**config.mk**
```make
export PLATFORM = sky130hd
export DESIGN_NAME = multi_channel_debounce_events_top
export DESIGN_NICKNAME = d
export VERILOG_FILES = /design/src/rtl/dbe_pkg.sv /design/src/rtl/dbe_fifo.sv /design/src/rtl/dbe_front.sv /design/src/rtl/dbe_back.sv /design/src/rtl/multi_channel_debounce_events_top.sv
export SDC_FILE = /design/constraint.sdc
export NUM_CORES = 1
export LEC_CHECK = 0
export BUFFER_PORTS_ARGS = -buffer_cell sky130_fd_sc_hd__buf_2
export CORE_UTILIZATION = 28
export CTS_CLUSTER_DIAMETER = 80
export DETAILED_ROUTE_END_ITERATION = 6
export GPL_ROUTABILITY_DRIVEN = 0
export SLEW_MARGIN = 0
export SYNTH_ARGS = -nofsm -noshare
export SYNTH_HDL_FRONTEND = slang
export SYNTH_SLANG_ARGS = --single-unit
```
**constraint.sdc**
```tcl
create_clock -name clk -period 9.63 [get_ports clk]
set_input_delay 0.963 -clock clk [delete_from_list [all_inputs] [get_ports clk]]
set_output_delay 0.963 -clock clk [all_outputs]
set_load 0.02 [all_outputs]
```
**src/rtl/dbe_pkg.sv**
```systemverilog
// Shared types, constants and field helpers for the debounce event block.
package dbe_pkg;

  localparam int NumChannelsDef = 5;
  localparam int MaxEvents      = 3;
  localparam int QueueDepth     = 4;

  localparam int CfgIdxW  = 3;
  localparam int CfgDataW = 64;
  localparam int PinW     = 5;
  localparam int CodeW    = 4;
  localparam int ChanW    = 3;
  localparam int DebW     = 8;
  localparam int CountsW  = 20;
  localparam int CodesW   = 60;
  localparam int ListW    = 12;
  localparam int CntW     = 2;

  localparam logic [CfgIdxW-1:0] RegDebounce  = 3'd0;
  localparam logic [CfgIdxW-1:0] RegPressed   = 3'd1;
  localparam logic [CfgIdxW-1:0] RegCounts    = 3'd2;
  localparam logic [CfgIdxW-1:0] RegDownCodes = 3'd3;
  localparam logic [CfgIdxW-1:0] RegUpCodes   = 3'd4;

  localparam logic [DebW-1:0]    DebounceReset = 8'd50;
  localparam logic [CountsW-1:0] CountsReset   = 20'd328030;

  typedef struct packed {
    logic [DebW-1:0]    debounce_ticks;
    logic [PinW-1:0]    pressed_levels;
    logic [CountsW-1:0] event_counts;
    logic [CodesW-1:0]  down_event_codes;
    logic [CodesW-1:0]  up_event_codes;
  } dbe_cfg_t;

  // One settled channel with a nonempty event list.
  typedef struct packed {
    logic [ListW-1:0] codes;
    logic [CntW-1:0]  cnt;
    logic [ChanW-1:0] chan;
    logic             went_down;
    logic             last;
  } dbe_job_t;

  // Two-bit count at a bit position; bits past the register read as zero.
  function automatic logic [CntW-1:0] count_at(input logic [CountsW-1:0] counts,
                                               input logic [5:0] pos);
    logic [63:0] w;
    w = {{(64-CountsW){1'b0}}, counts} >> pos;
    return w[CntW-1:0];
  endfunction

  // Three code slots of one channel; bits past the register read as zero.
  function automatic logic [ListW-1:0] list_at(input logic [CodesW-1:0] codes,
                                               input logic [7:0] pos);
    logic [63:0] w;
    w = {{(64-CodesW){1'b0}}, codes} >> pos;
    return w[ListW-1:0];
  endfunction

endpackage

```
**src/rtl/dbe_fifo.sv**
```systemverilog
// Short job queue between the channel scanner and the event emitter.
module dbe_fifo #(
  parameter int DEPTH = dbe_pkg::QueueDepth
) (
  input  logic              clk,
  input  logic              rst,
  input  logic              push,
  input  dbe_pkg::dbe_job_t wdata,
  output logic              full,
  input  logic              pop,
  output dbe_pkg::dbe_job_t rdata,
  output logic              empty
);
  import dbe_pkg::*;

  localparam int PtrW = (DEPTH > 1) ? $clog2(DEPTH) : 1;
  localparam int CntW = $clog2(DEPTH + 1);

  dbe_job_t            mem [DEPTH];
  logic [PtrW-1:0]     wr_ptr;
  logic [PtrW-1:0]     rd_ptr;
  logic [CntW-1:0]     count;
  logic                do_push;
  logic                do_pop;

  assign full    = (count == CntW'(DEPTH));
  assign empty   = (count == '0);
  assign do_push = push && !full;
  assign do_pop  = pop && !empty;
  assign rdata   = mem[rd_ptr];

  always_ff @(posedge clk) begin
    if (do_push) begin
      mem[wr_ptr] <= wdata;
    end
  end

  always_ff @(posedge clk) begin
    if (rst) begin
      wr_ptr <= '0;
      rd_ptr <= '0;
      count  <= '0;
    end else begin
      if (do_push) begin
        wr_ptr <= (wr_ptr == PtrW'(DEPTH - 1)) ? '0 : wr_ptr + 1'b1;
      end
      if (do_pop) begin
        rd_ptr <= (rd_ptr == PtrW'(DEPTH - 1)) ? '0 : rd_ptr + 1'b1;
      end
      if (do_push && !do_pop) begin
        count <= count + 1'b1;
      end else if (do_pop && !do_push) begin
        count <= count - 1'b1;
      end
    end
  end

endmodule

```
**src/rtl/dbe_front.sv**
```systemverilog
// Channel scanner: steps each channel's debounce machine once per tick and queues settlings.
module dbe_front #(
  parameter int NUM_CHANNELS = dbe_pkg::NumChannelsDef
) (
  input  logic                       clk,
  input  logic                       rst,
  input  dbe_pkg::dbe_cfg_t          cfg,
  input  logic                       push,
  input  logic [dbe_pkg::PinW-1:0]   pin_levels,
  output logic                       full,
  output logic                       q_push,
  output dbe_pkg::dbe_job_t          q_wdata,
  input  logic                       q_full
);
  import dbe_pkg::*;

  localparam int IdxW = (NUM_CHANNELS > 1) ? $clog2(NUM_CHANNELS) : 1;

  localparam logic [1:0] ST_IDLE  = 2'd0;
  localparam logic [1:0] ST_SCAN  = 2'd1;
  localparam logic [1:0] ST_FLUSH = 2'd2;

  localparam logic [1:0] PH_UP      = 2'd0;
  localparam logic [1:0] PH_FALLING = 2'd1;
  localparam logic [1:0] PH_DOWN    = 2'd2;
  localparam logic [1:0] PH_RISING  = 2'd3;

  logic [1:0]      state;
  logic [IdxW-1:0] idx;
  logic [PinW-1:0] pins;
  logic            pend_valid;
  dbe_job_t        pend;
  logic [1:0]      phase     [NUM_CHANNELS];
  logic [DebW-1:0] countdown [NUM_CHANNELS];

  logic [1:0]      ph;
  logic [DebW-1:0] cd;
  logic [15:0]     level_w;
  logic [15:0]     want_w;
  logic            pressed;
  logic            settle;
  logic [CntW-1:0] cnt_raw;
  logic [CntW-1:0] cnt_cl;
  logic            emit;
  logic            stall;
  logic [1:0]      phase_next;
  logic [DebW-1:0] countdown_next;
  dbe_job_t        job;

  always_comb begin
    ph      = phase[idx];
    cd      = countdown[idx];
    level_w = 16'(pins) >> idx;
    want_w  = 16'(cfg.pressed_levels) >> idx;
    pressed = (level_w[0] == want_w[0]);
    settle  = ((ph == PH_FALLING) || (ph == PH_RISING)) && (cd == '0);
    cnt_raw = pressed ? count_at(cfg.event_counts, 6'(6'(idx) << 1))
                      : count_at(cfg.event_counts, 6'(6'd10 + 6'(6'(idx) << 1)));
    cnt_cl  = (cnt_raw > CntW'(MaxEvents)) ? CntW'(MaxEvents) : cnt_raw;
    emit    = settle && (cnt_cl != '0);
    // Hold a channel with events to queue while the previous job cannot leave.
    stall   = emit && pend_valid && q_full;

    job.codes     = list_at(pressed ? cfg.down_event_codes : cfg.up_event_codes,
                            8'(8'(idx) * 8'd12));
    job.cnt       = cnt_cl;
    job.chan      = ChanW'(idx);
    job.went_down = pressed;
    job.last      = 1'b0;

    phase_next     = ph;
    countdown_next = cd;
    unique case (ph)
      PH_UP: begin
        if (pressed) begin
          phase_next     = PH_FALLING;
          countdown_next = cfg.debounce_ticks;
        end
      end
      PH_DOWN: begin
        if (!pressed) begin
          phase_next     = PH_RISING;
          countdown_next = cfg.debounce_ticks;
        end
      end
      default: begin
        if (cd != '0) begin
          countdown_next = cd - 1'b1;
        end else begin
          phase_next = pressed ? PH_DOWN : PH_UP;
        end
      end
    endcase

    q_wdata      = pend;
    q_wdata.last = (state == ST_FLUSH);
    q_push       = 1'b0;
    if (state == ST_SCAN) begin
      q_push = emit && pend_valid && !q_full;
    end else if (state == ST_FLUSH) begin
      q_push = pend_valid && !q_full;
    end
  end

  assign full = (state != ST_IDLE);

  always_ff @(posedge clk) begin
    if (rst) begin
      state      <= ST_IDLE;
      idx        <= '0;
      pend_valid <= 1'b0;
      for (int i = 0; i < NUM_CHANNELS; i++) begin
        phase[i]     <= PH_UP;
        countdown[i] <= '0;
      end
    end else begin
      unique case (state)
        ST_IDLE: begin
          if (push) begin
            pins  <= pin_levels;
            idx   <= '0;
            state <= ST_SCAN;
          end
        end
        ST_SCAN: begin
          if (!stall) begin
            phase[idx]     <= phase_next;
            countdown[idx] <= countdown_next;
            // Keep the newest job back so the tick's final one can be marked.
            if (emit) begin
              pend       <= job;
              pend_valid <= 1'b1;
            end
            if (idx == IdxW'(NUM_CHANNELS - 1)) begin
              state <= ST_FLUSH;
            end else begin
              idx <= idx + 1'b1;
            end
          end
        end
        ST_FLUSH: begin
          if (!pend_valid || !q_full) begin
            pend_valid <= 1'b0;
            state      <= ST_IDLE;
          end
        end
        default: begin
          state <= ST_IDLE;
        end
      endcase
    end
  end

endmodule

```
**src/rtl/dbe_back.sv**
```systemverilog
// Event emitter: expands queued jobs into codes, one per cycle while popped.
module dbe_back (
  input  logic                      clk,
  input  logic                      rst,
  input  logic                      q_empty,
  input  dbe_pkg::dbe_job_t         q_rdata,
  output logic                      q_pop,
  output logic                      empty,
  input  logic                      pop,
  output logic [dbe_pkg::CodeW-1:0] event_code,
  output logic [dbe_pkg::ChanW-1:0] channel,
  output logic                      went_down,
  output logic                      last
);
  import dbe_pkg::*;

  logic            out_valid;
  logic [CntW-1:0] slot;
  logic            load;
  logic            slot_end;
  logic [ListW-1:0] slot_codes;

  assign empty      = !out_valid;
  assign load       = !q_empty && (!out_valid || pop);
  assign slot_end   = (slot == q_rdata.cnt - 1'b1);
  assign slot_codes = q_rdata.codes >> {slot, 2'b00};
  assign q_pop      = load && slot_end;

  always_ff @(posedge clk) begin
    if (load) begin
      event_code <= slot_codes[CodeW-1:0];
      channel    <= q_rdata.chan;
      went_down  <= q_rdata.went_down;
      last       <= q_rdata.last && slot_end;
    end
  end

  always_ff @(posedge clk) begin
    if (rst) begin
      out_valid <= 1'b0;
      slot      <= '0;
    end else begin
      if (load) begin
        out_valid <= 1'b1;
        slot      <= slot_end ? '0 : slot + 1'b1;
      end else if (pop) begin
        out_valid <= 1'b0;
      end
    end
  end

endmodule

```
**src/rtl/multi_channel_debounce_events_top.sv**
```systemverilog
// Top level: configuration registers, channel scanner, job queue and event emitter.
//
//   channel   direction  handshake            payload
//   tick      in         push / full          pin_levels
//   events    out        pop / empty          event_code, channel, went_down, last
//   config    in         cfg_valid/cfg_ready  cfg_index, cfg_data
//
// A tick holds full from its transfer until the scanner is idle again: one channel's
// debounce machine steps per cycle unless the scanner stalls, then the final job is handed
// off. Events leave one per cycle from the emitter's output register while popped.
// The scanner stalls on a settling channel only when the job queue is full.
// Reset returns every channel to up with a zero countdown and loads register defaults.
module multi_channel_debounce_events_top #(
  parameter int NUM_CHANNELS = dbe_pkg::NumChannelsDef
) (
  input  logic                         clk,
  input  logic                         rst,
  input  logic                         push,
  output logic                         full,
  input  logic [dbe_pkg::PinW-1:0]     pin_levels,
  output logic                         empty,
  input  logic                         pop,
  output logic [dbe_pkg::CodeW-1:0]    event_code,
  output logic [dbe_pkg::ChanW-1:0]    channel,
  output logic                         went_down,
  output logic                         last,
  input  logic                         cfg_valid,
  output logic                         cfg_ready,
  input  logic [dbe_pkg::CfgIdxW-1:0]  cfg_index,
  input  logic [dbe_pkg::CfgDataW-1:0] cfg_data
);
  import dbe_pkg::*;

  dbe_cfg_t cfg;
  logic     q_push;
  logic     q_full;
  logic     q_pop;
  logic     q_empty;
  dbe_job_t q_wdata;
  dbe_job_t q_rdata;

  assign cfg_ready = 1'b1;

  always_ff @(posedge clk) begin
    if (rst) begin
      cfg.debounce_ticks   <= DebounceReset;
      cfg.pressed_levels   <= '0;
      cfg.event_counts     <= CountsReset;
      cfg.down_event_codes <= '0;
      cfg.up_event_codes   <= '0;
    end else if (cfg_valid) begin
      unique case (cfg_index)
        RegDebounce:  cfg.debounce_ticks   <= cfg_data[DebW-1:0];
        RegPressed:   cfg.pressed_levels   <= cfg_data[PinW-1:0];
        RegCounts:    cfg.event_counts     <= cfg_data[CountsW-1:0];
        RegDownCodes: cfg.down_event_codes <= cfg_data[CodesW-1:0];
        RegUpCodes:   cfg.up_event_codes   <= cfg_data[CodesW-1:0];
        default: begin
          // Drop writes to unknown indexes.
        end
      endcase
    end
  end

  dbe_front #(
    .NUM_CHANNELS(NUM_CHANNELS)
  ) u_front (
    .clk        (clk),
    .rst        (rst),
    .cfg        (cfg),
    .push       (push),
    .pin_levels (pin_levels),
    .full       (full),
    .q_push     (q_push),
    .q_wdata    (q_wdata),
    .q_full     (q_full)
  );

  dbe_fifo #(
    .DEPTH(QueueDepth)
  ) u_fifo (
    .clk   (clk),
    .rst   (rst),
    .push  (q_push),
    .wdata (q_wdata),
    .full  (q_full),
    .pop   (q_pop),
    .rdata (q_rdata),
    .empty (q_empty)
  );

  dbe_back u_back (
    .clk        (clk),
    .rst        (rst),
    .q_empty    (q_empty),
    .q_rdata    (q_rdata),
    .q_pop      (q_pop),
    .empty      (empty),
    .pop        (pop),
    .event_code (event_code),
    .channel    (channel),
    .went_down  (went_down),
    .last       (last)
  );

endmodule

```
# Word-level counts from Yosys, hierarchy flattened
# Memories as Yosys holds them, arrays and structs flattened. A register that Yosys moved wholly into a read port is not among the register bits.
# Cells that the tools add are included.
[op_classes] eq_ne=21 n_mux=54 n_reduce_logical=46 bitwise_logic=2 multipliers=1 order_cmp=1 n_shift=6 addsub=9
[op_table] op="$mux 60" count=1
[op_table] op="$shr 60x7->12" count=1
[op_table] op="$mux 3" count=11
[op_table] op="$mux 2" count=16
[op_table] op="$mux 8" count=4
[op_table] op="$shr 20x4->2" count=1
[op_table] op="$shr 20x6->2" count=1
[op_table] op="$mux 1" count=17
[op_table] op="$pmux 8 s2" count=1
[op_table] op="$reduce_and 4->1" count=4
[op_table] op="$logic_and 1x1->1" count=13
[op_table] op="$reduce_bool 2->1" count=6
[op_table] op="$shr 12x4->4" count=1
[op_table] op="$eq 2x2->1 const B" count=5
[op_table] op="$ne 2x2->1 const B" count=5
[op_table] op="$reduce_and 2->1" count=5
[op_table] op="$shr 5x3->1" count=2
[op_table] op="$eq 3x3->1 const B" count=3
[op_table] op="$logic_not 8->1" count=1
[op_table] op="$reduce_bool 8->1" count=1
[op_table] op="$reduce_or 8->1" count=1
[op_table] op="$sub 8x1->8 const B" count=1
[op_table] op="$add 2x1->2 const B" count=3
[op_table] op="$add 3x1->3 const B" count=2
[op_table] op="22 further kinds" count=34
[word_totals] mem_bits_rw=126 output_inout_bits=12 regBits=201 mem_count=3 input_bits=77 word_cells=165
[memory_table] name="u_fifo.mem" words=4 word_bits=19 rd=1 rd_ports_with_merged_regs=1 wr=1 line="dbe_fifo.sv:19" text="dbe_job_t mem [DEPTH];"
[memory_table] name="u_front.countdown" words=5 word_bits=8 rd=1 rd_ports_with_merged_regs=1 wr=5 line="dbe_front.sv:34" text="logic [DebW-1:0] countdown [NUM_CHANNELS];"
[memory_table] name="u_front.phase" words=5 word_bits=2 rd=1 rd_ports_with_merged_regs=1 wr=5 line="dbe_front.sv:33" text="logic [1:0] phase [NUM_CHANNELS];"

# Depth between registers and ports, before layout
# Gate-level depths: netlist (run 1).
[logic_depth] depth_word=15 mapped_depth=19 ltp_nobuf=14

# Cells and area by module
# A second synthesis (run 1) with hierarchy kept.
[unflattened] hier_cells=1274 hier_area_um2=16418.2
[by_module_without_submodules] module="dbe_front" instances=1 area_each_um2=6387.4 cells_per_inst=499 seq_area_each_um2=3273.1
[by_module_without_submodules] module="multi_channel_debounce_events_top" instances=1 area_each_um2=6222.2 cells_per_inst=578 seq_area_each_um2=3062.9
[by_module_without_submodules] module="dbe_fifo" instances=1 area_each_um2=3241.9 cells_per_inst=149 seq_area_each_um2=2462.4
[by_module_without_submodules] module="dbe_back" instances=1 area_each_um2=566.8 cells_per_inst=48 seq_area_each_um2=330.3

# Worst setup path after synthesis (run 1)
# OpenSTA, ideal clock, no wires.
[synth_path] kind="reg-to-reg" startpoint="register (tool-made name)" endpoint="register u_front.pend, in the netlist u_front.q_wdata[10] (enable)" arrival_time_ns=3.724 n_path_buf=5 setup_time_ns=0.416 path_slack_ns=5.490 path_stages_with_launch=14 t_required_ns=9.214 synth_period_minus_slack_ns=4.140 cell_sequence="dfxtp_1 -> buf_6 -> buf_8 -> buf_4 -> mux4_2 -> mux2_2 -> inv_1 -> ha_1 -> and4b_1 -> buf_4 -> and2_4 -> buf_6 -> nand2_1 -> nor3_1"
[synth_lines] item="end signal: assignment" line="dbe_front.sv:131" text="pend <= job;"
[synth_lines] item="end: declaration" line="dbe_front.sv:32" text="dbe_job_t pend;"

==> results of run 1 <==
[kinds of logic after synthesis]
logic type,count (synthesis)
muxes,139
DFF,362
xor gates and xnor gates,6
AOI/OAI and AO/OA,207
and+or+nand+nor,498
other,1
buffers and inverters,116
adders and majority gates,11
[layer usage]
layer  routed length [um]  vias to the layer above  track usage [%]
met3                 2480                       64             3.68
met4                  731                       22             3.65
met5                  137                        -                0
met2                17200                      250             21.4
li1                     -                     4842                -
met1                16500                     4964             17.9
[where the power goes]
group / internal, mW / switching [mW]
Combinational: 0.0954 / 0.167
Clock: 0.849 / 0.604
Sequential: 1.65 / 0.0145
Total: 2.59 / 0.786
[cells in the final DEF (no fill, tap or decap), types with 5 or more instances in the layout]
cell type	netlist	layout
diode_2	0	6
and2_1	8	8
mux4_2	46	46
o22ai_1	19	19
buf_2	7	82
o21ai_0	5	5
dfxtp_1	174	174
nand2_1	331	331
clkbuf_16	0	38
edfxtp_1	188	188
ha_1	10	10
a21oi_1	149	149
mux2_2	12	12
mux2i_1	76	76
nor2_1	96	96
buf_4	8	12
a211o_1	8	8
inv_1	29	29
clkbuf_1	61	10
nor3_1	12	8
nand3_1	19	17
nor2b_1	5	5
[sequential cells by signal, summed over array words and instances (netlist names), 2 cells and up, named ones only]
signal and count:
u_back.slot 2, u_back.event_code 4, u_back.channel 3, u_front.pins 5, u_fifo.wr_ptr 2, cfg 153, u_fifo.count 3, u_front.q_wdata 18
u_front.idx 3, u_front.state 2, u_front.phase 16, u_fifo.rd_ptr 2, u_front.countdown 64, u_fifo.mem 76
[cell type report]
class                           instances  area, um2
Fill cell                            5309      35600
Sequential cell                       362       9130
Multi-Input combinational cell        862       5550
Clock buffer                           52       1040
Tap cell                              688        861
Timing Repair Buffer                   94        500
Clock inverter                         16        203
Inverter                               31        116
Antenna cell                            6       15.0
[stage by stage]
stage	total power [mW]	hold WS [ns]	cells
floorplan	1.88	0.429	1340
global placement	1.95	0.439	2037
detailed placement	1.96	0.446	2037
CTS	3.41	0.454	2105
global route	3.50	0.464	2106
finish	3.38	0.453	2111
[worst min-delay path, delay by kind of cell, from the launching register on]
family	cells	cell delay, ns
simple gates	1	0.05
compound gates	1	0.05
flops	1	0.31
[how the worst min path moves through the flow]
stage                   start                  to  depth (start not counted)
2_1_floorplan  u_front.idx[1]  u_front.q_wdata[3]                          0
3_3_place_gp          cfg[63]             cfg[63]                          2
3_5_place_dp          cfg[39]             cfg[39]                          2
4_1_cts               cfg[39]             cfg[39]                          2
5_1_grt               cfg[44]             cfg[44]                          2
6_report              cfg[12]             cfg[12]                          2
==> results.md, run 1 <==
* Post-synth top area cell: edfxtp_1
* CP Data Required Time at 9.81 ns
* Share of cells above drive strength 1 at 16.2%
* Reg2Reg Setup Slack at 5.10 ns
* RSZ-0062 raised after global routing: no
* Multiplexer area fraction after synthesis at 13.5%
* CP Launch Point: u_front.idx[1]
* Critical path startpoint category: flip-flop
* Hold-fix buffers at CTS at 0
* Worst hold path class: reg -> reg
* Final core utilization at 32.9%
* FFs w/ async S/R, synth at 0%
* Final instance area at 17400 um2
* Fmax at 221 MHz
* Worst-case clock buffer depth at 3
* Post-detail-place hpwl at 24.2 mm
* Cell Chain, Critical Path: mux2_2, a221oi_1, xnor2_2, mux2_2, a31oi_1, nand3_1, nand2_1
* R2r endpoint: u_front.countdown[4][2]
* Clock-pin slew on the worst setup and hold paths at 0.07 ns
* Via density at 4.80
* Vias in the first global route at 9769
* Worst Tran Pin Value at 1.28 ns
* Syn_nets at 1428
* Setup tns final at 0 ns
* CP delay by family, top: simple AND/OR/NAND/NOR gates
* Final Hold Violating Endpoints at 0
* Crit path DAT at 4.71 ns
* GR Util All Layers at 13.4%
* Vias post-DR at 10142
* Max rail drop VDD at 0.115 mV
* Initial antenna violation count at 17
* PostCTS Resize Cnt at 0
* Final Critical Period at 4.53 ns
* Max_slew headroom at 13.9%
* Synth Register Bits at 362
* Die area at 55000 um2
* Main combinational cell family by area after synthesis: simple AND/OR/NAND/NOR gates
* Seq/Total Area, Yosys at 60.3%
* Critical path buffers and inverters at 0
* Core area at 53000 um2
* Setup ws final at 5.10 ns
* Die height at 235 um
* CTS H-Tree Depth at 2
* Endpoint type of the worst setup path: flip-flop
* Initial Utilization at 28.6%
* Netlist cell types at 63
* Run status: completed
* Clock Sink Count at 362
* First-pass GRT wire length at 57.1 mm
* Placed Area at 16200 um2
* Worst Setup EP: u_front.countdown[4][2]
* Number of synthesized flops with an enable pin at 188
* Commonest cells in the netlist: nand2_1 (331), edfxtp_1 (188), dfxtp_1 (174)
* Port Buffers at 83
* CP most frequent cell: mux2_2
* Largest net degree at the start of global routing at 89
* First-pass DRT Iterations at 5
* Ys Warns at 0
* Area share of and/or/nand/nor cells after synthesis at 13.6%
* DP Worst Slack at 5.11 ns
* Final wirelength at 37.1 mm
* Synth Area in Compound Gates at 7.97%
* Mapped Avg Cell Area at 11.3 um2
* # rows at 84
* CTS tree: yes
* Leakage power at 6.10 nW
* Post-synthesis cell count at 1340
* Max incr delay on CP at 0.92 ns
* Slew Limit Fails at 0
* Max Cap Viol at 0
* WS Path Type: reg -> reg
* # Post-CTS Setup Buffers at 0
* Final nets at 1477
* Top cell type's share of synthesized area at 37.3%
* Clock skew at 0.0360 ns
* R2R Path Start: u_front.idx[1]
* Clk root buf: clkbuf_16
* Area grow syn2layout at 15.1%
* Avg WL per Cell at 17.6 um
* Tcrit/Tclk final at 47.0%
* Reg2reg path depth at 7
* CTS buffer count at 38
* CP Max Fanout at 19
* Die Wd at 235 um
* Mapped Area at 15100 um2
* I/O pin cnt at 89
* Xor/xnor share of the synthesized area at 0.347%
* GRT Residual Overflow at 0
* Synth area leaders: edfxtp_1 (37%), dfxtp_1 (23%), nand2_1 (8.2%)
* Clock Latency Late Sink at 0.55 ns
* Cell depth of the worst setup path at 7
* CP max stage cell: dfxtp_1
* Drt first-iter violations at 896
* DRC viols at 0
* Top-count cell post-synth: nand2_1
* Final setup viols at 0
* Routed Antenna Nets at 0
* Prevailing post-synth register cell: edfxtp_1
* Post-synthesis adder-cell area fraction at 0.959%
* Pwr per Cell Area at 194 nW/um2
Note: power is estimated with default switching activity, not from simulation.
==> inputs of run 2 (changes only) <==
Settings changed: ABC_AREA from default to 1.
Clock period 9.63 ns to 3.99 ns, I/O delays scaled along.
==> run 2 against run 1 <==
Net effect: power grew to 2.8 times the previous value; register-to-register slack worse by 4.7 ns; critical path depth rose by 10; sequential share of layout area decreased by 2.2 points; critical endpoint is now u_front.phase[2][1]; clock power is 140% higher.
==> results.md, run 2 <==
* # rows at 86 (+2.4%)
* Final wirelength at 41.4 mm (+12%)
* Initial Utilization at 28.5% (-0.068 points)
* Met1 Usage GRT at 18.8% (+0.95 points)
* Tcrit/Tclk final at 89.3% (+42 points)
* Area grow syn2layout at 15.1% (about the same)
* Fmax at 281 MHz (+27%)
* GRT Max-Usage Layer: met2
* Final setup viols at 0 (unchanged)
* Die height at 240 um (+2.1%)
* Reg2reg path depth at 17 (+10)
* GRT Residual Overflow at 0 (unchanged)
* Seq/Total Area, Yosys at 57.8% (-2.5 points)
* Hold-fix buffers at CTS at 0 (unchanged)
* Worst hold path class: in -> reg
* Final core utilization at 32.8% (-0.053 points)
* Synth area leaders: edfxtp_1 (36%), dfxtp_1 (22%), o21ai_0 (8.6%)
* First-pass GRT wire length at 64.6 mm (+13%)
* Netlist cell types at 45 (-29%)
* Critical path startpoint category: flip-flop
* Routed Antenna Nets at 0 (unchanged)
* R2r endpoint: u_front.phase[2][1]
* Reg2Reg Setup Slack at 0.43 ns (-4.67 ns)
* Top flop regs: cfg (153), u_fifo.mem (76), u_front.countdown (64)
* Critical path buffers and inverters at 4 (+4)
* Drt first-iter violations at 1034 (+15%)
* Die area at 57400 um2 (+4.3%)
* Max incr delay on CP at 0.52 ns (-0.40 ns)
* Clock-pin slew on the worst setup and hold paths at 0.06 ns (about the same)
* M3 GR Usage at 3.24% (-0.44 points)
* Dpl cells at 2546 (+25%)
* Post-detail-place hpwl at 27.2 mm (+13%)
* Final nets at 1929 (+31%)
* Largest register by flop count: cfg
* Max Cap Viol at 0 (unchanged)
* Leading cell type in the layout, fill and taps excluded: nor2_1
* Hold path startpoint: cfg_data[16]
* Clock Latency Late Sink at 0.55 ns (about the same)
* Max_slew headroom at 25.4% (+12 points)
* DRC viols at 0 (unchanged)
* RSZ-0062 raised after global routing: no
* Share of cells above drive strength 1 at 12.3% (-3.9 points)
* Hold slack at 0.0951 ns (-0.358 ns)
* Worst-case clock buffer depth at 3 (unchanged)
* Initial antenna violation count at 15 (-2)
* First-pass DRT Iterations at 6 (+1)
* Vias post-DR at 12265 (+21%)
* Pwr per Cell Area at 517 nW/um2 (+170%)
* Final non-filler cell total at 2622 (+24%)
* Syn_nets at 1878 (+32%)
* Via density at 4.68 (-2.6%)
* GR Util All Layers at 14.4% (+0.91 points)
* Mapped Avg Cell Area at 8.82 um2 (-22%)
* Endpoint type of the worst setup path: flip-flop
* I/O pin cnt at 89 (unchanged)
* Endpoint of the worst hold path: cfg[136]
* WS Path Type: reg -> reg
* Worst Tran Pin Value at 1.12 ns (-0.166 ns)
* Synth Register Bits at 362 (unchanged)
* Avg WL per Cell at 15.8 um (-10%)
* Core area at 55400 um2 (+4.6%)
* CP Data Required Time at 4.17 ns (-5.64 ns)
* FFs w/ async S/R, synth at 0% (unchanged)
* Mapped Area at 15800 um2 (+4.4%)
* Design Power at 9.41 mW (+180%)
* Leakage power at 6.90 nW (+13%)
* Prevailing post-synth register cell: edfxtp_1
* Die Wd at 240 um (+2.1%)
* Cell Chain, Critical Path: inv_1, o21ai_0, o22ai_1, nand2_1, o21ai_2, inv_2, ha_1, nand2_1, nor2_1, nand2_2, nor2_4, buf_4, nand4_4, nand3_4, inv_4, nand2_2, nand2_1
* CP delay by family, top: simple AND/OR/NAND/NOR gates
* CTS tree: yes
* Cell count of the worst hold path at 3 (+1)
* Largest net degree at the start of global routing at 121 (+36%)
* Clock skew at 0.0344 ns (-0.00156 ns)
* Run status: completed
* Setup tns final at 0 ns (unchanged)
* CP Max Fanout at 18 (-1)
* Largest register FFs at 153 (unchanged)
* Final Critical Period at 3.56 ns (-0.969 ns)
* Final Hold Violating Endpoints at 0 (unchanged)
* Port Buffers at 83 (unchanged)
* Crit path DAT at 3.74 ns (-0.97 ns)
* CP most frequent cell: nand2_1
* CTS H-Tree Depth at 2 (unchanged)
* Commonest cells in the netlist: nor2_1 (319), o21ai_0 (271), nand2_1 (238)
* GR Layer Usage met2 at 23.5% (+2.1 points)
* Vias in the first global route at 11468 (+17%)
* Ys Warns at 0 (unchanged)
* Slew Limit Fails at 0 (unchanged)
* CTS buffer count at 37 (-2.6%)
* Top-count cell post-synth: nor2_1
* Max rail drop VDD at 0.294 mV (+160%)
* Post-synthesis cell count at 1790 (+34%)
* Commonest non-fill, non-tap cells in the layout: nor2_1 (319), o21ai_0 (269), nand2_1 (237)
* Top cell type's share of synthesized area at 35.7% (-1.6 points)
* Clock Sink Count at 362 (unchanged)
* Post-synth top area cell: edfxtp_1
* CP max stage cell: inv_1
* Number of synthesized flops with an enable pin at 188 (unchanged)
* Clk root buf: clkbuf_16
[run 2: timing repair]
item,4_1_cts,5_1_grt
buffers inserted,0,2
resized for setup,0,11
setup endpoints to repair,0,1
[run 2: cells by family (layout without fill, tap and decap cells)]
kind of cell | count (synthesis) | in the layout | share of synthesized area, %
other | 1 | 6 | 0.0237
buffers and inverters | 287 | 366 | 7.72
AO/OA/AOI/OAI | 455 | 455 | 15.7
XOR/XNOR | 8 | 8 | 0.444
AND/OR/NAND/NOR | 666 | 666 | 17.4
adder cells (fa/ha/maj) | 11 | 11 | 0.919
flip-flops | 362 | 362 | 57.8
[run 2: worst max path at each step]
stage,start,end,slack (ns),cells after the start
floorplan,flip-flop,u_fifo.mem[0][0],0.69,18
global placement,flip-flop,u_fifo.count[2],0.23,23
detailed placement,flip-flop,u_fifo.count[2],0.23,23
CTS,flip-flop,u_fifo.count[2],0.20,23
global route,flip-flop,u_fifo.count[2],0.003,23
finish,flip-flop,u_front.phase[2][1],0.43,17
[run 2: area by class of cell]
cell class | instances | area [um2]
Multi-Input combinational cell | 1141 | 5480
Timing Repair Buffer | 118 | 738
Antenna cell | 5 | 12.5
Fill cell | 5687 | 37200
Clock inverter | 14 | 144
Tap cell | 748 | 936
Clock buffer | 53 | 1050
Sequential cell | 362 | 9140
Inverter | 181 | 693
[run 2: layer usage]
metal / vias up / wire length [um]
met5: - / 92
met2: 331 / 19600
met1: 5758 / 18200
met4: 16 / 761
li1: 6092 / -
met3: 68 / 2770
[run 2: stage by stage]
stage               cell area (um2)  worst slack [ns]
detailed placement            16900             0.229
finish                        18200             0.428
CTS                           18100             0.199
floorplan                     15800             0.686
global route                  18200           0.00327
global placement              16900             0.233
[run 2: tightest hold or removal path: cells and delay by family]
family / cells / cell delay (ns)
and+or+nand+nor: 2 / 0.11
buffers and inverters: 1 / 0.09
[run 2: power breakdown]
group          total [mW]  internal [mW]  switching (mW)
clock network        3.41           1.97            1.44
logic                1.80          0.506            1.30
registers            4.20           4.12          0.0834
==> inputs of run 3 (changes only) <==
Settings changed: BUFFER_PORTS_ARGS -buffer_cell sky130_fd_sc_hd__buf_2 to -buffer_cell sky130_fd_sc_hd__clkbuf_2, CTS_BUF_LIST from default to sky130_fd_sc_hd__clkbuf_4 sky130_fd_sc_hd__clkbuf_8.
==> run 3 against run 2 <==
Net effect: non-clock buffer count grew 1; count of clock-buffer cells in the layout rose by 39; global-route usage about the same; register-to-register slack better by 0.11 ns; core utilization decreased by 0.056 points; hold slack lost 0.060 ns; sequential power barely moved; via count increased by 0.46%; clock skew rose by 0.0036 ns; power is 1.6% lower; critical path depth is 5 higher; critical endpoint is now u_fifo.count[2].
==> results.md, run 3 (synthesized netlist as in run 2, its figures left out) <==
* Initial Utilization at 28.5% (unchanged)
* I/O pin cnt at 89 (unchanged)
* Die height at 240 um (unchanged)
* GRT Residual Overflow at 0 (unchanged)
* # rows at 86 (unchanged)
* Setup tns final at 0 ns (unchanged)
* Share of cells above drive strength 1 at 14.5% (+2.1 points)
* Area grow syn2layout at 14.9%
* Reg2Reg Setup Slack at 0.54 ns (+0.11 ns)
* CP max stage cell: fa_1
* Clk root buf: clkbuf_8
* Max Cap Viol at 0 (unchanged)
* GR Util All Layers at 14.4% (+0.039 points)
* Max rail drop VDD at 0.242 mV (-18%)
* Endpoint type of the worst setup path: flip-flop
* Final Hold Violating Endpoints at 0 (unchanged)
* Vias post-DR at 12322 (+0.46%)
* Clock-pin slew on the worst setup and hold paths at 0.07 ns (about the same)
* # Post-CTS Setup Buffers at 0 (unchanged)
* Port Buffers at 83 (unchanged)
* Via density at 4.63 (-0.97%)
* Initial antenna violation count at 7 (-8)
* CTS H-Tree Depth at 2 (unchanged)
* Leading cell type in the layout, fill and taps excluded: nor2_1
* Core area at 55400 um2 (unchanged)
* Clock Latency Late Sink at 0.63 ns (+0.08 ns)
* Largest net degree at the start of global routing at 121 (unchanged)
* Top flop regs: cfg (153), u_fifo.mem (76), u_front.countdown (64)
* Largest register by flop count: cfg
* First-pass DRT Iterations at 5 (-1)
* Die Wd at 240 um (unchanged)
* Tcrit/Tclk final at 86.5% (-2.7 points)
* CP Max Fanout at 24 (+6)
* Routed Antenna Nets at 0 (unchanged)
* CTS tree: yes
* Critical path startpoint category: flip-flop
* CP most frequent cell: nand2_1
* Vias in the first global route at 11691 (+1.9%)
* Fmax at 290 MHz (+3.2%)
* Max incr delay on CP at 0.43 ns (-0.09 ns)
* Clock Sink Count at 362 (unchanged)
* Run status: completed
* Avg WL per Cell at 15.5 um (-1.7%)
* Slew Limit Fails at 0 (unchanged)
* RSZ-0062 raised after global routing: no
* Final setup viols at 0 (unchanged)
* Final nets at 1950 (+1.1%)
* # fillers at 5744 (+1.0%)
* Worst-case clock buffer depth at 3 (unchanged)
* Worst hold path class: in -> reg
* Largest register FFs at 153 (unchanged)
* First-pass GRT wire length at 64.7 mm (about the same)
* CTS buffer count at 57 (+54%)
* Post-detail-place hpwl at 27.5 mm (+0.80%)
* Pwr per Cell Area at 510 nW/um2 (-1.4%)
* Final wirelength at 41.3 mm (-0.27%)
* Drt first-iter violations at 979 (-5.3%)
* Max_slew headroom at 21.4% (-4.0 points)
* WS Path Type: reg -> reg
* Leakage power at 6.98 nW (+1.1%)
* Final core utilization at 32.8% (-0.056 points)
* Commonest non-fill, non-tap cells in the layout: nor2_1 (319), o21ai_0 (271), nand2_1 (238)
* CP Data Required Time at 4.48 ns (+0.31 ns)
* Final Critical Period at 3.45 ns (-0.109 ns)
* DRC viols at 0 (unchanged)
* Cell Chain, Critical Path: inv_4, nand3_4, inv_2, nand2_1, nand2_1, nor2_1, nand2_1, nand2_4, nand2_1, nand2_1, nand2_2, nand3_1, nand2_1, nand2_2, clkinv_2, ha_1, inv_1, fa_1, a21oi_1, o21ai_0, o21ai_0, a21oi_1
* Crit path DAT at 3.95 ns (+0.21 ns)
* Clock skew at 0.0380 ns (+0.00357 ns)
* Worst Tran Pin Value at 1.17 ns (+0.0532 ns)
* Die area at 57400 um2 (unchanged)
-- run 3: final cells by class --
cell class              instances  area (um2)  area share (%)
repair buffers                119         706            3.89
clock inverters                15         115           0.634
flip-flops and latches        362        9130            50.3
diodes                          2        5.00          0.0276
multi-input cells            1141        5480            30.2
clock buffers                  92        1100            6.04
inverters                     181         691            3.80
well taps                     748         936            5.15
-- run 3: what timing repair did --
| action | CTS | global route |
|---|---|---|
| hold buffers | 3 | 0 |
| endpoints found under the hold margin | 3 | 0 |
| setup endpoints to repair | 0 | 1 |
| gates resized for setup | 0 | 4 |
-- run 3: path summary, 6_finish.rpt --
kind	from	endpoint	cells after the start
worst min-delay path	pin_levels[3]	u_front.pins[3]	1
worst min register to register	cfg[84]	cfg[84]	2
worst max-delay path	u_front.idx[0]	u_fifo.count[2]	22
worst max register to register	u_front.idx[0]	u_fifo.count[2]	22
-- run 3: power by group --
group / internal (mW) / switching [mW]
Clock: 1.82 / 1.48
Sequential: 4.12 / 0.0772
Combinational: 0.493 / 1.28
Total: 6.42 / 2.84
-- run 3: layer usage --
| metal | GRT usage, % | up-vias | wire [um] |
|---|---|---|---|
| li1 | - | 6130 | - |
| met1 | 18.7 | 5795 | 18400 |
| met2 | 23.1 | 297 | 19000 |
| met3 | 3.18 | 90 | 2460 |
| met4 | 5.89 | 10 | 1370 |
| met5 | 0 | - | 70 |
-- run 3: stage by stage --
step | cell area (um2) | worst slack [ns] | std cells | power (mW) | hold WS [ns]
2_1_floorplan | 15800 | 0.686 | 1790 | 5.50 | 0.420
6_report | 18200 | 0.537 | 2660 | 9.26 | 0.0355
5_1_grt | 18200 | 0.141 | 2660 | 9.70 | 0.000239
4_1_cts | 18100 | 0.339 | 2658 | 9.33 | 0.00297
3_3_place_gp | 16900 | 0.342 | 2548 | 6.00 | 0.429
3_5_place_dp | 16900 | 0.341 | 2548 | 6.03 | 0.434
-- run 3: worst max-delay path: cells and delay by family (launching register included) --
family	cells	cell delay, ns
buffers and inverters	4	0.58
AND/OR/NAND/NOR	12	1.34
AO/OA/AOI/OAI	4	0.45
adder cells (fa/ha/maj)	2	0.56
flip-flops	1	0.39
